==> config.mk <==
export PLATFORM = sky130hd
export DESIGN_NAME = tlb_clock_replacement
export DESIGN_NICKNAME = d
export VERILOG_FILES = /design/src/design/tlb_pkg.sv /design/src/design/tlb_ctrl.sv /design/src/design/tlb_datapath.sv /design/src/design/tlb_clock_replacement.sv
export SDC_FILE = /design/constraint.sdc
export NUM_CORES = 1
export LEC_CHECK = 0
export ABC_AREA = 0
export ABC_CLOCK_PERIOD_IN_PS = 7600
export BUFFER_PORTS_ARGS = -buffer_cell sky130_fd_sc_hd__buf_2
export CAP_MARGIN = 20
export CORE_MARGIN = 10
export CORE_UTILIZATION = 65
export DETAILED_ROUTE_END_ITERATION = 10
export GPL_ROUTABILITY_DRIVEN = 0
export PLACE_DENSITY = 0.83
export SKIP_CTS_REPAIR_TIMING = 1
export SYNTH_ARGS = -nofsm -noshare
export SYNTH_HDL_FRONTEND = slang
export SYNTH_SLANG_ARGS = --single-unit
==> constraint.sdc <==
create_clock -name i_clk -period 7.6 [get_ports i_clk]
set_clock_uncertainty 0.05 [all_clocks]
set_input_delay 1.14 -clock i_clk [delete_from_list [all_inputs] [get_ports i_clk]]
set_output_delay 1.14 -clock i_clk [all_outputs]
set_load 0.02 [all_outputs]
==> src/design/tlb_pkg.sv <==
// Package: types, constants and command codes for the clock-replacement TLB.
package tlb_pkg;

    localparam int NUM_ENTRIES_DEF = 16;
    localparam int PAGE_BITS_DEF   = 21;
    localparam int FIELD_BITS      = 21;
    localparam int CNT_BITS        = 5;
    localparam logic [CNT_BITS-1:0] CNT_RESET = 5'd16;
    localparam int MAX_ACTIVE      = 16;

    typedef enum logic [2:0] {
        FN_LOOKUP    = 3'd0,
        FN_INSERT    = 3'd1,
        FN_CLR_ENTRY = 3'd2,
        FN_CLR_ALL   = 3'd3,
        FN_CLR_REF   = 3'd4,
        FN_WRITEBACK = 3'd5,
        FN_RSVD6     = 3'd6,
        FN_RSVD7     = 3'd7
    } t_func;

    typedef struct packed {
        logic [2:0]            func;
        logic [FIELD_BITS-1:0] virt_page;
        logic                  is_store;
        logic [FIELD_BITS-1:0] new_frame;
        logic                  new_ref;
        logic                  new_mod;
    } t_in_word;

    typedef struct packed {
        logic                  hit;
        logic [FIELD_BITS-1:0] frame;
        logic                  wb_valid;
        logic [FIELD_BITS-1:0] wb_frame;
        logic                  wb_mod;
        logic                  wb_ref;
        logic                  last;
    } t_out_word;

    // controller -> datapath commands
    typedef struct packed {
        logic load;      // capture input word, start command
        logic exec;      // apply the command (lookup/clear/insert commit)
        logic scan;      // step the scan index (insert search / write-back walk)
        logic emit;      // load output register from current command
    } t_cmd;

    // datapath -> controller status
    typedef struct packed {
        t_func func;
        logic  found;     // insert: scan index is a candidate
        logic  scan_end;  // insert: every active entry examined, index back at start
        logic  wb_hit;    // write-back: scan index is a valid entry
        logic  wb_more;   // write-back: another valid entry follows
    } t_status;

endpackage

==> src/design/tlb_ctrl.sv <==
// Controller: sequences each command over the datapath.
module tlb_ctrl (
    input  logic              i_clk,
    input  logic              i_rst_n,
    input  logic              i_valid,
    output logic              o_stall,
    output logic              o_valid,
    input  logic              i_stall,
    input  tlb_pkg::t_status  i_status,
    output tlb_pkg::t_cmd     o_cmd
);
    typedef enum logic [1:0] {S_IDLE, S_DECODE, S_SCAN, S_HOLD} t_state;
    t_state r_state;
    logic   r_out_valid;
    logic   out_free;

    assign out_free = !r_out_valid || !i_stall;
    assign o_valid  = r_out_valid;
    assign o_stall  = (r_state != S_IDLE);

    // command decode
    always_comb begin
        o_cmd = '0;
        o_cmd.load = (r_state == S_IDLE) && i_valid;
        unique case (r_state)
            S_DECODE: begin
                unique case (i_status.func)
                    tlb_pkg::FN_LOOKUP: begin
                        o_cmd.exec = out_free;
                        o_cmd.emit = out_free;
                    end
                    tlb_pkg::FN_INSERT,
                    tlb_pkg::FN_WRITEBACK: o_cmd.scan = 1'b0;
                    default: o_cmd.exec = 1'b1;
                endcase
            end
            S_SCAN: begin
                if (i_status.func == tlb_pkg::FN_INSERT) begin
                    if ((i_status.found || i_status.scan_end) && out_free) begin
                        o_cmd.exec = 1'b1;
                        o_cmd.emit = 1'b1;
                    end else if (!(i_status.found || i_status.scan_end)) begin
                        o_cmd.scan = 1'b1;
                    end
                end else begin
                    if (i_status.wb_hit) begin
                        o_cmd.emit = out_free;
                        o_cmd.scan = out_free;
                    end else begin
                        o_cmd.scan = 1'b1;
                    end
                end
            end
            default: ;
        endcase
    end

    // state and output valid
    always_ff @(posedge i_clk) begin
        if (!i_rst_n) begin
            r_state     <= S_IDLE;
            r_out_valid <= 1'b0;
        end else begin
            if (o_cmd.emit) r_out_valid <= 1'b1;
            else if (!i_stall) r_out_valid <= 1'b0;
            unique case (r_state)
                S_IDLE: if (i_valid) r_state <= S_DECODE;
                S_DECODE: begin
                    unique case (i_status.func)
                        tlb_pkg::FN_LOOKUP: if (out_free) r_state <= S_IDLE;
                        tlb_pkg::FN_INSERT,
                        tlb_pkg::FN_WRITEBACK: r_state <= S_SCAN;
                        default: r_state <= S_IDLE;
                    endcase
                end
                S_SCAN: begin
                    if (i_status.func == tlb_pkg::FN_INSERT) begin
                        if (o_cmd.exec) r_state <= S_IDLE;
                    end else if (i_status.wb_hit) begin
                        if (out_free && !i_status.wb_more) r_state <= S_IDLE;
                    end else if (!i_status.wb_more) begin
                        r_state <= S_IDLE;
                    end
                end
                default: r_state <= S_IDLE;
            endcase
        end
    end
endmodule

==> src/design/tlb_datapath.sv <==
// Datapath: entry storage, match logic, clock hand and output register.
module tlb_datapath #(
    parameter int NUM_ENTRIES = tlb_pkg::NUM_ENTRIES_DEF
) (
    input  logic                          i_clk,
    input  logic                          i_rst_n,
    input  tlb_pkg::t_in_word             i_word,
    input  logic                          i_cfg_we,
    input  logic [tlb_pkg::CNT_BITS-1:0]  i_cfg_data,
    input  tlb_pkg::t_cmd                 i_cmd,
    output tlb_pkg::t_status              o_status,
    output tlb_pkg::t_out_word            o_word
);
    localparam int IW = (NUM_ENTRIES > 1) ? $clog2(NUM_ENTRIES) : 1;
    localparam int NW = $clog2(NUM_ENTRIES + 1);
    localparam int FB = tlb_pkg::FIELD_BITS;
    localparam int PAGE_BITS = tlb_pkg::PAGE_BITS_DEF;

    logic [NUM_ENTRIES-1:0] r_valid, r_ref, r_mod;
    logic [PAGE_BITS-1:0]   r_page  [NUM_ENTRIES];
    logic [FB-1:0]          r_frame [NUM_ENTRIES];
    logic [IW-1:0]          r_hand, r_idx;
    logic [NW-1:0]          r_steps;
    logic [tlb_pkg::CNT_BITS-1:0] r_cfg;
    tlb_pkg::t_in_word      r_in;
    tlb_pkg::t_out_word     r_out;
    tlb_pkg::t_out_word     n_out;

    logic [NW-1:0]          n_act;
    logic [NUM_ENTRIES-1:0] active, match, page_eq;
    logic [IW-1:0]          hit_idx, next_idx;
    logic                   any_hit;
    logic [PAGE_BITS-1:0]   in_page;
    logic                   wb_more;

    assign in_page = PAGE_BITS'(r_in.virt_page);

    // active count: clamp to 1..min(16, depth)
    always_comb begin
        int lim;
        lim = (tlb_pkg::MAX_ACTIVE < NUM_ENTRIES) ? tlb_pkg::MAX_ACTIVE : NUM_ENTRIES;
        if (r_cfg == '0) n_act = NW'(1);
        else if (int'(r_cfg) > lim) n_act = NW'(lim);
        else n_act = NW'(r_cfg);
    end

    // per-entry match, lowest index wins
    always_comb begin
        hit_idx = '0;
        any_hit = 1'b0;
        for (int i = 0; i < NUM_ENTRIES; i++) begin
            active[i]  = (i < int'(n_act));
            page_eq[i] = (r_page[i] == in_page);
            match[i]   = active[i] && r_valid[i] && page_eq[i];
        end
        for (int i = NUM_ENTRIES - 1; i >= 0; i--) begin
            if (match[i]) begin
                hit_idx = IW'(i);
                any_hit = 1'b1;
            end
        end
    end

    // further valid entry after the scan index (write-back)
    always_comb begin
        wb_more = 1'b0;
        for (int i = 0; i < NUM_ENTRIES; i++)
            if (active[i] && r_valid[i] && IW'(i) > r_idx) wb_more = 1'b1;
    end

    assign next_idx = ({1'b0, r_idx} + 1'b1 >= (IW+1)'(n_act)) ? '0 : r_idx + 1'b1;

    assign o_status.func     = tlb_pkg::t_func'(r_in.func);
    assign o_status.found    = !r_valid[r_idx] || !r_ref[r_idx];
    assign o_status.scan_end = (r_steps == '0);
    assign o_status.wb_hit   = r_valid[r_idx] && active[r_idx];
    assign o_status.wb_more  = wb_more;
    assign o_word            = r_out;

    // result word for the current command
    always_comb begin
        n_out = '0;
        n_out.last = 1'b1;
        unique case (tlb_pkg::t_func'(r_in.func))
            tlb_pkg::FN_LOOKUP: begin
                n_out.hit   = any_hit;
                n_out.frame = any_hit ? r_frame[hit_idx] : '0;
            end
            tlb_pkg::FN_INSERT: if (r_valid[r_idx]) begin
                n_out.wb_valid = 1'b1;
                n_out.wb_frame = r_frame[r_idx];
                n_out.wb_mod   = r_mod[r_idx];
                n_out.wb_ref   = r_ref[r_idx];
            end
            default: begin
                n_out.wb_valid = 1'b1;
                n_out.wb_frame = r_frame[r_idx];
                n_out.wb_mod   = r_mod[r_idx];
                n_out.wb_ref   = r_ref[r_idx];
                n_out.last     = !wb_more;
            end
        endcase
    end

    // control registers
    always_ff @(posedge i_clk) begin
        if (!i_rst_n) begin
            r_valid <= '0;
            r_hand  <= '0;
            r_cfg   <= tlb_pkg::CNT_RESET;
        end else begin
            if (i_cfg_we) r_cfg <= i_cfg_data;
            if (i_cmd.exec) begin
                unique case (tlb_pkg::t_func'(r_in.func))
                    tlb_pkg::FN_INSERT: begin
                        r_valid[r_idx] <= 1'b1;
                        r_hand <= next_idx;
                    end
                    tlb_pkg::FN_CLR_ENTRY: r_valid <= r_valid & ~(active & page_eq);
                    tlb_pkg::FN_CLR_ALL:   r_valid <= r_valid & ~active;
                    default: ;
                endcase
            end
        end
    end

    // entry payload, scan index and output word
    always_ff @(posedge i_clk) begin
        if (i_cmd.load) begin
            r_in <= i_word;
            r_steps <= n_act;
            if (tlb_pkg::t_func'(i_word.func) == tlb_pkg::FN_INSERT)
                r_idx <= ({1'b0, r_hand} < (IW+1)'(n_act)) ? r_hand : '0;
            else
                r_idx <= '0;
        end
        if (i_cmd.scan) begin
            r_steps <= r_steps - 1'b1;
            if (tlb_pkg::t_func'(r_in.func) == tlb_pkg::FN_WRITEBACK)
                r_idx <= r_idx + 1'b1;
            else
                r_idx <= next_idx;
        end
        if (i_cmd.exec) begin
            unique case (tlb_pkg::t_func'(r_in.func))
                tlb_pkg::FN_LOOKUP: if (any_hit) begin
                    r_ref[hit_idx] <= 1'b1;
                    if (r_in.is_store) r_mod[hit_idx] <= 1'b1;
                end
                tlb_pkg::FN_INSERT: begin
                    r_page[r_idx]  <= in_page;
                    r_frame[r_idx] <= r_in.new_frame;
                    r_ref[r_idx]   <= r_in.new_ref;
                    r_mod[r_idx]   <= r_in.new_mod;
                end
                tlb_pkg::FN_CLR_REF: r_ref <= r_ref & ~active;
                default: ;
            endcase
        end
        if (i_cmd.emit) r_out <= n_out;
    end
endmodule

==> src/design/tlb_clock_replacement.sv <==
// Top level of the fully associative TLB with clock replacement.
// Input channel (i_valid/o_stall) carries one command word; output channel
// (o_valid/i_stall) carries result words from a single output register.
// One command is in flight at a time: the block stalls input from the cycle
// after acceptance until the command finishes.
// Lookup: one result; the word is captured, then matched and updated.
// Clear entry / clear all / clear R: no result.
// Insert: victim search steps one entry per cycle from the clock hand over
// at most N active entries; one result. Write back: walks active entries
// one per cycle, while the receiver does not stall, up to the last valid
// one; one result per valid entry, last marked on the final one. A stalled
// receiver holds the output word; the walk waits for it. Reset clears all
// valid bits, the clock hand and sets entries_in_use to 16. Configuration
// (entries_in_use) is written with i_cfg_we; the user must write it only
// while idle, as the block does not enforce it.
module tlb_clock_replacement #(
    parameter int NUM_ENTRIES = tlb_pkg::NUM_ENTRIES_DEF
) (
    input  logic                          i_clk,
    input  logic                          i_rst_n,
    input  logic                          i_valid,
    output logic                          o_stall,
    input  tlb_pkg::t_in_word             i_word,
    output logic                          o_valid,
    input  logic                          i_stall,
    output tlb_pkg::t_out_word            o_word,
    input  logic                          i_cfg_we,
    input  logic [tlb_pkg::CNT_BITS-1:0]  i_cfg_data
);
    tlb_pkg::t_cmd    cmd;
    tlb_pkg::t_status status;

    tlb_ctrl u_ctrl (
        .i_clk, .i_rst_n, .i_valid, .o_stall, .o_valid, .i_stall,
        .i_status(status), .o_cmd(cmd)
    );

    tlb_datapath #(.NUM_ENTRIES(NUM_ENTRIES)) u_dp (
        .i_clk, .i_rst_n, .i_word, .i_cfg_we, .i_cfg_data,
        .i_cmd(cmd), .o_status(status), .o_word
    );
endmodule

==> results.toml, run 1 <==
[status]
status = "finished, final reports clean"

[critical_path]
arrival_ns = 5.87
r2r_slack_ns = 2.06
cp.required_ns = 7.92
end_kind = "flop"
startpoint_type = "flop"
r2r_cells = 15
path_class = "reg -> reg"
crit_fanout = 84

[cts]
clkLatencyLatePin_ns = 0.64
ctsLongestPathBuffers = 3
clock_sinks = 840
cts_tree = "built"
clk_pin_slew_ns = 0.06
clock-root-buffer = "clkbuf_16"
cts_made_buffers = 82
cts_max_level = 3

[synthesis]
yosys.cell_count.top_type = "edfxtp_1"
syn_nets = 2539
seq_area_frac_synth = 0.6601
synthArstFlopShare = 0
synth_common_cells = "808 x edfxtp_1, 181 x xor2_1, 161 x mux2i_1"
synth_cell_type_count = 62
synth-warning-count = 0
yosysTopAreaCellShare = 0.6432
syn_area_um2 = 37720
ys.flop_type = "edfxtp_1"
synth_area_leaders = "edfxtp_1 64%, mux4_2 6.8%, mux2i_1 4.3%, xor2_1 4.2%, xnor2_1 3.7%"
syn-mean-instance-area_um2 = 15.30
synth_seq_cells = 840
netlist_instances = 2465
synth_top_cell_by_area = "edfxtp_1"
synth-edff-count = 808

[timing]
fmax_mhz = 180.4
setup_viol = 0
finalCriticalPeriod_ns = 5.545
drv_slew = 0
grt_setup_unrepaired = "false"
fin_tns_setup_ns = 0
slew_headroom = 0.2793
hold_viol_final = 0
worstMarginPinSlew_ns = 1.079
period_share = 0.7296
hold-worst-slack_ns = 0.4618

[route]
finalWirelength_mm = 100.4
drtIter0Drc = 3567
drc_errors = 0
avgViaCountPerCell = 6.974
final_antenna_net_count = 0
dr.pass1.iters = 6
avgRoutedWirePerCell_um = 29.44
via_count = 23790

[floorplan]
io_pins = 107
fp.dieArea_um2 = 68070
die_x_um = 260.9
fp.coreArea_um2 = 57590
start_util = 0.6551
fp.dieH_um = 260.9
rows = 88

[global_route]
overflow = 0
grt_pass1_vias = 23890
antenna_found_initial = 2
grt_max_degree = 85
grt_use_total = 0.2955
grt_pass1_wl_mm = 150.0

[placed_design]
hpwl_mm = 58.11
io_buffers = 106

[power_and_ir_drop]
p_per_area_nw_per_um2 = 233.5
ir_drop_mv = 0.2053
leakage_uw = 0.01390

[hold_path]
hold_class = "reg -> reg"
min_path_cells = 2

[final_layout]
nNetsFinal = 2655
area_delta_synth_final_pct = 10.98
drive_gt1_frac = 0.1701

[flow_run]
timing.max_cap.violations = 0
-- routing by layer --
layer	share of wire	up-vias	global-route usage	wire [um]
met1	0.36	11770	0.3958	36320
met4	0.046	2	0.1326	4591
met5	0.000090	-	0	9
met2	0.47	1882	0.4577	46920
met3	0.13	371	0.07167	12590
li1	-	9764	-	-
-- state kept, by name, summed over array words and instances, names as in the netlist, named ones only --
signal          cells
u_dp.r_frame      336
u_dp.in_page       21
u_dp.o_status       3
u_dp.r_idx          4
u_dp.r_mod         16
u_dp.r_in          24
u_dp.r_ref         16
u_dp.o_word        47
u_dp.r_cfg          5
u_dp.r_hand         4
u_dp.r_page       336
u_dp.r_valid       16
u_dp.r_steps        5
u_ctrl.o_valid      1
u_ctrl.r_state      2
-- critical path: stages (launching register included) --
cell,delay (ns)
edfxtp_1,0.85
buf_4,0.42
xor2_1,0.12
nor4_1,0.40
nand4_1,0.16
nor4_1,0.61
and3_1,0.37
a21oi_1,0.06
o21ai_1,0.13
nand2_1,0.12
a31oi_4,0.26
buf_12,0.54
mux2i_1,0.31
o22a_1,0.18
o21ai_0,0.16
a2111o_1,0.45
-- cell usage in the layout, fill, tap and decap left out, types with 29 or more instances in the layout --
cell       Yosys  layout
a21oi_1       78      77
buf_2         41     106
buf_4          9      69
clkbuf_16      0      82
dfxtp_1       32      29
edfxtp_1     808     808
mux2i_1      161     161
mux4_2       114     114
nand2_1      141     141
nand3_1       51      50
nand4_1       49      49
nor2_1        66      50
nor2b_1       34      33
nor3_1        30      30
nor4_1        47      47
o21a_1        30      30
o21ai_0       97      97
o22ai_1       48      48
xnor2_1      159     159
xor2_1       181     181
-- final timing paths --
path                     startpoint                 to
setup / recovery    u_dp.in_page[6]    u_dp.o_word[30]
hold / removal    u_ctrl.r_state[1]  u_ctrl.r_state[1]
setup reg to reg    u_dp.in_page[6]    u_dp.o_word[30]
hold reg to reg   u_ctrl.r_state[1]  u_ctrl.r_state[1]
-- report_power, final --
part | internal (uW) | switching [uW] | total (uW)
registers | 5120 | 110 | 5230
clock network | 2200 | 1730 | 3930
logic | 264 | 346 | 610
-- stage by stage --
step	cell area [um^2]	std cells	utilization	power [uW]	worst slack (ns)
2_1_floorplan	37720	2465	-	5708	2.630
3_3_place_gp	39230	3258	0.6812	5897	2.101
3_5_place_dp	39250	3259	0.6815	5917	2.246
4_1_cts	41810	3407	0.7261	9785	2.107
5_1_grt	41870	3410	0.7270	10030	1.911
6_report	41870	3411	0.7271	9778	2.055
-- layout make-up --
cell class                      count  area (um^2)
Sequential cell                   840        24910
Fill cell                        3412        15720
Multi-Input combinational cell   1457        12200
Clock buffer                       94         2097
Timing Repair Buffer              180         1156
Tap cell                          765        957.2
Clock inverter                     54        466.7
Inverter                           20        75.07
Antenna cell                        1        2.502
-- kinds of logic (layout without fill, tap and decap cells) --
| logic type | Yosys count | after routing | synth area share |
|---|---|---|---|
| compound gates | 365 | 365 | 0.06295 |
| xor+xnor | 340 | 340 | 0.07894 |
| fa+ha+maj | 16 | 16 | 0.005307 |
| buf+inv | 168 | 348 | 0.02096 |
| flops | 840 | 840 | 0.6601 |
| mux | 275 | 275 | 0.1108 |
| other cells | 0 | 1 | 0 |
| simple gates | 461 | 461 | 0.06093 |
(Power assumes the default switching activity.)
==> inputs of run 2 (changes only) <==
--- a/config.mk
+++ b/config.mk
@@ -6,14 +6,14 @@
 export NUM_CORES = 1
 export LEC_CHECK = 0
 export ABC_AREA = 0
-export ABC_CLOCK_PERIOD_IN_PS = 7600
+export ABC_CLOCK_PERIOD_IN_PS = 5550
 export BUFFER_PORTS_ARGS = -buffer_cell sky130_fd_sc_hd__buf_2
 export CAP_MARGIN = 20
 export CORE_MARGIN = 10
-export CORE_UTILIZATION = 65
+export CORE_UTILIZATION = 62
 export DETAILED_ROUTE_END_ITERATION = 10
 export GPL_ROUTABILITY_DRIVEN = 0
-export PLACE_DENSITY = 0.83
+export PLACE_DENSITY = 0.79
 export SKIP_CTS_REPAIR_TIMING = 1
 export SYNTH_ARGS = -nofsm -noshare
 export SYNTH_HDL_FRONTEND = slang
==> constraint.sdc (replaced) <==
create_clock -name i_clk -period 5.55 [get_ports i_clk]
set_clock_uncertainty 0.05 [all_clocks]
set_input_delay 0.8325 -clock i_clk [delete_from_list [all_inputs] [get_ports i_clk]]
set_output_delay 0.8325 -clock i_clk [all_outputs]
set_load 0.02 [all_outputs]
==> results.toml, run 2 (synthesized netlist as in run 1, its figures left out) <==
[status]
status = "complete, but fails checks"
violations = "DRC"

[flow_run]
timing.max_cap.violations = 0

[final_layout]
area_delta_synth_final_pct = 12.55
final_area_um2 = 42460
drive_gt1_frac = 0.1792
nNetsFinal = 2694
layout_common_cells = "808 x edfxtp_1, 181 x xor2_1, 161 x mux2i_1, 159 x xnor2_1, 141 x nand2_1"
final_common_cell = "edfxtp_1"
fillers = 3701
antenna_cells = 0

[placed_design]
io_buffers = 106
hpwl_mm = 59.06
placed_cell_area_um2 = 39780

[cts]
cts_max_level = 3
clock_sinks = 840
clkLatencyLatePin_ns = 0.64
cts_tree = "built"
ctsLongestPathBuffers = 3
clk_pin_slew_ns = 0.06
cts_made_buffers = 84
clock-root-buffer = "clkbuf_16"

[global_route]
use_met1 = 0.3735
grt_pass1_vias = 23880
overflow = 0
grt_use_total = 0.2803
grt_busiest_layer = "met2"
grt_pass1_wl_mm = 149.3
grt_use_met2 = 0.4346
met3_usage = 0.06479
grt_max_degree = 85
antenna_found_initial = 0

[power_and_ir_drop]
pwr-share-comb = 0.066
swShare = 0.2203
p_per_area_nw_per_um2 = 318.8
pwr-share-clk = 0.406
switching_power_uw = 2982
intPower_uw = 10550
leakage_uw = 0.01417
seq_power_share = 0.528
ir_drop_mv = 0.2301

[critical_path]
r2r-start = "u_dp.in_page[7]"
regToRegEndpoint = "u_dp.o_word[32]"
path_class = "reg -> reg"
arrival_ns = 5.55
crit_fanout = 33
cp.required_ns = 5.88
r2r_cells = 14
end_kind = "flop"
startpoint_type = "flop"
r2r_slack_ns = 0.33

[hold_path]
min_path_cells = 1
hold_end = "u_dp.in_page[1]"
hold_class = "in -> reg"
worstHoldStart = "i_word[25]"

[timing]
grt_setup_unrepaired = "false"
fin_tns_setup_ns = 0
period_share = 0.9413
setup_viol = 0
slew_headroom = 0.2852
worstMarginPinSlew_ns = 1.064
hold_viol_final = 0
finalCriticalPeriod_ns = 5.224
fmax_mhz = 191.4
drv_slew = 0

[route]
finalWirelength_mm = 100.1
avgRoutedWirePerCell_um = 28.89
via_count = 23530
drc_errors = 1
dr.pass1.iters = 11
drtIter0Drc = 3315
avgViaCountPerCell = 6.788
final_antenna_net_count = 0

[floorplan]
start_util = 0.6262
fp.dieArea_um2 = 71110
fp.coreArea_um2 = 60250
die_x_um = 266.7
rows = 90
fp.dieH_um = 266.7
io_pins = 107
run 2: worst max-delay path by stage:
stage | to | from | cells past startpoint
6_report | u_dp.o_word[32] | u_dp.in_page[7] | 14
5_1_grt | u_dp.o_word[32] | u_dp.in_page[7] | 15
4_1_cts | u_dp.o_word[32] | u_dp.in_page[7] | 14
3_5_place_dp | u_dp.o_word[40] | u_dp.in_page[5] | 15
3_3_place_gp | u_dp.o_word[41] | u_dp.in_page[7] | 15
2_1_floorplan | u_dp.o_word[0] | u_dp.r_idx[0] | 11
run 2: worst max-delay path: stages (launching register included):
cell      delay (ns)
edfxtp_1        0.94
buf_4           0.30
xor2_1          0.08
nor4_1          0.33
nand4_1         0.14
nor3_1          0.73
and3_1          0.37
o21ai_1         0.11
nand2_1         0.15
a31oi_4         0.14
o21ai_4         0.41
buf_12          0.31
mux2i_1         0.27
o22ai_1         0.15
a2111o_1        0.44
run 2: metal layers:
metal  wire length (um)  vias to the layer above
li1                   -                     9850
met1              37490                    11710
met2              46940                     1644
met3              11410                      324
met4               4299                        0
met5                  0                        -
run 2: power by group through the flow:
stage | clock (uW) | sequential [uW] | combinational [uW]
after floorplan | 0 | 7210 | 605
after global placement | 0 | 7300 | 812
after detailed placement | 0 | 7310 | 830
after CTS | 5540 | 7170 | 842
after global routing | 5810 | 7150 | 944
final | 5500 | 7140 | 892
run 2: metrics by stage:
step	hold WS (ns)	cells	util	power, uW	worst slack [ns]
after floorplan	0.4162	2465	-	7816	0.5797
after global placement	0.4304	3313	0.6602	8112	0.6688
after detailed placement	0.4645	3314	0.6603	8136	0.5101
after CTS	0.2926	3464	0.7040	13560	0.4318
after global routing	0.3039	3466	0.7048	13900	0.1115
final	0.3155	3466	0.7048	13530	0.3258
run 2: final cells by class:
cell class	count	area (um^2)	share of cell area
repair buffers	217	1647	0.03878
flip-flops and latches	840	24910	0.5868
multi-input cells	1457	12220	0.2877
clock inverters	43	377.9	0.008900
clock buffers	107	2251	0.05301
inverters	20	75.07	0.001768
well taps	782	978.4	0.02304
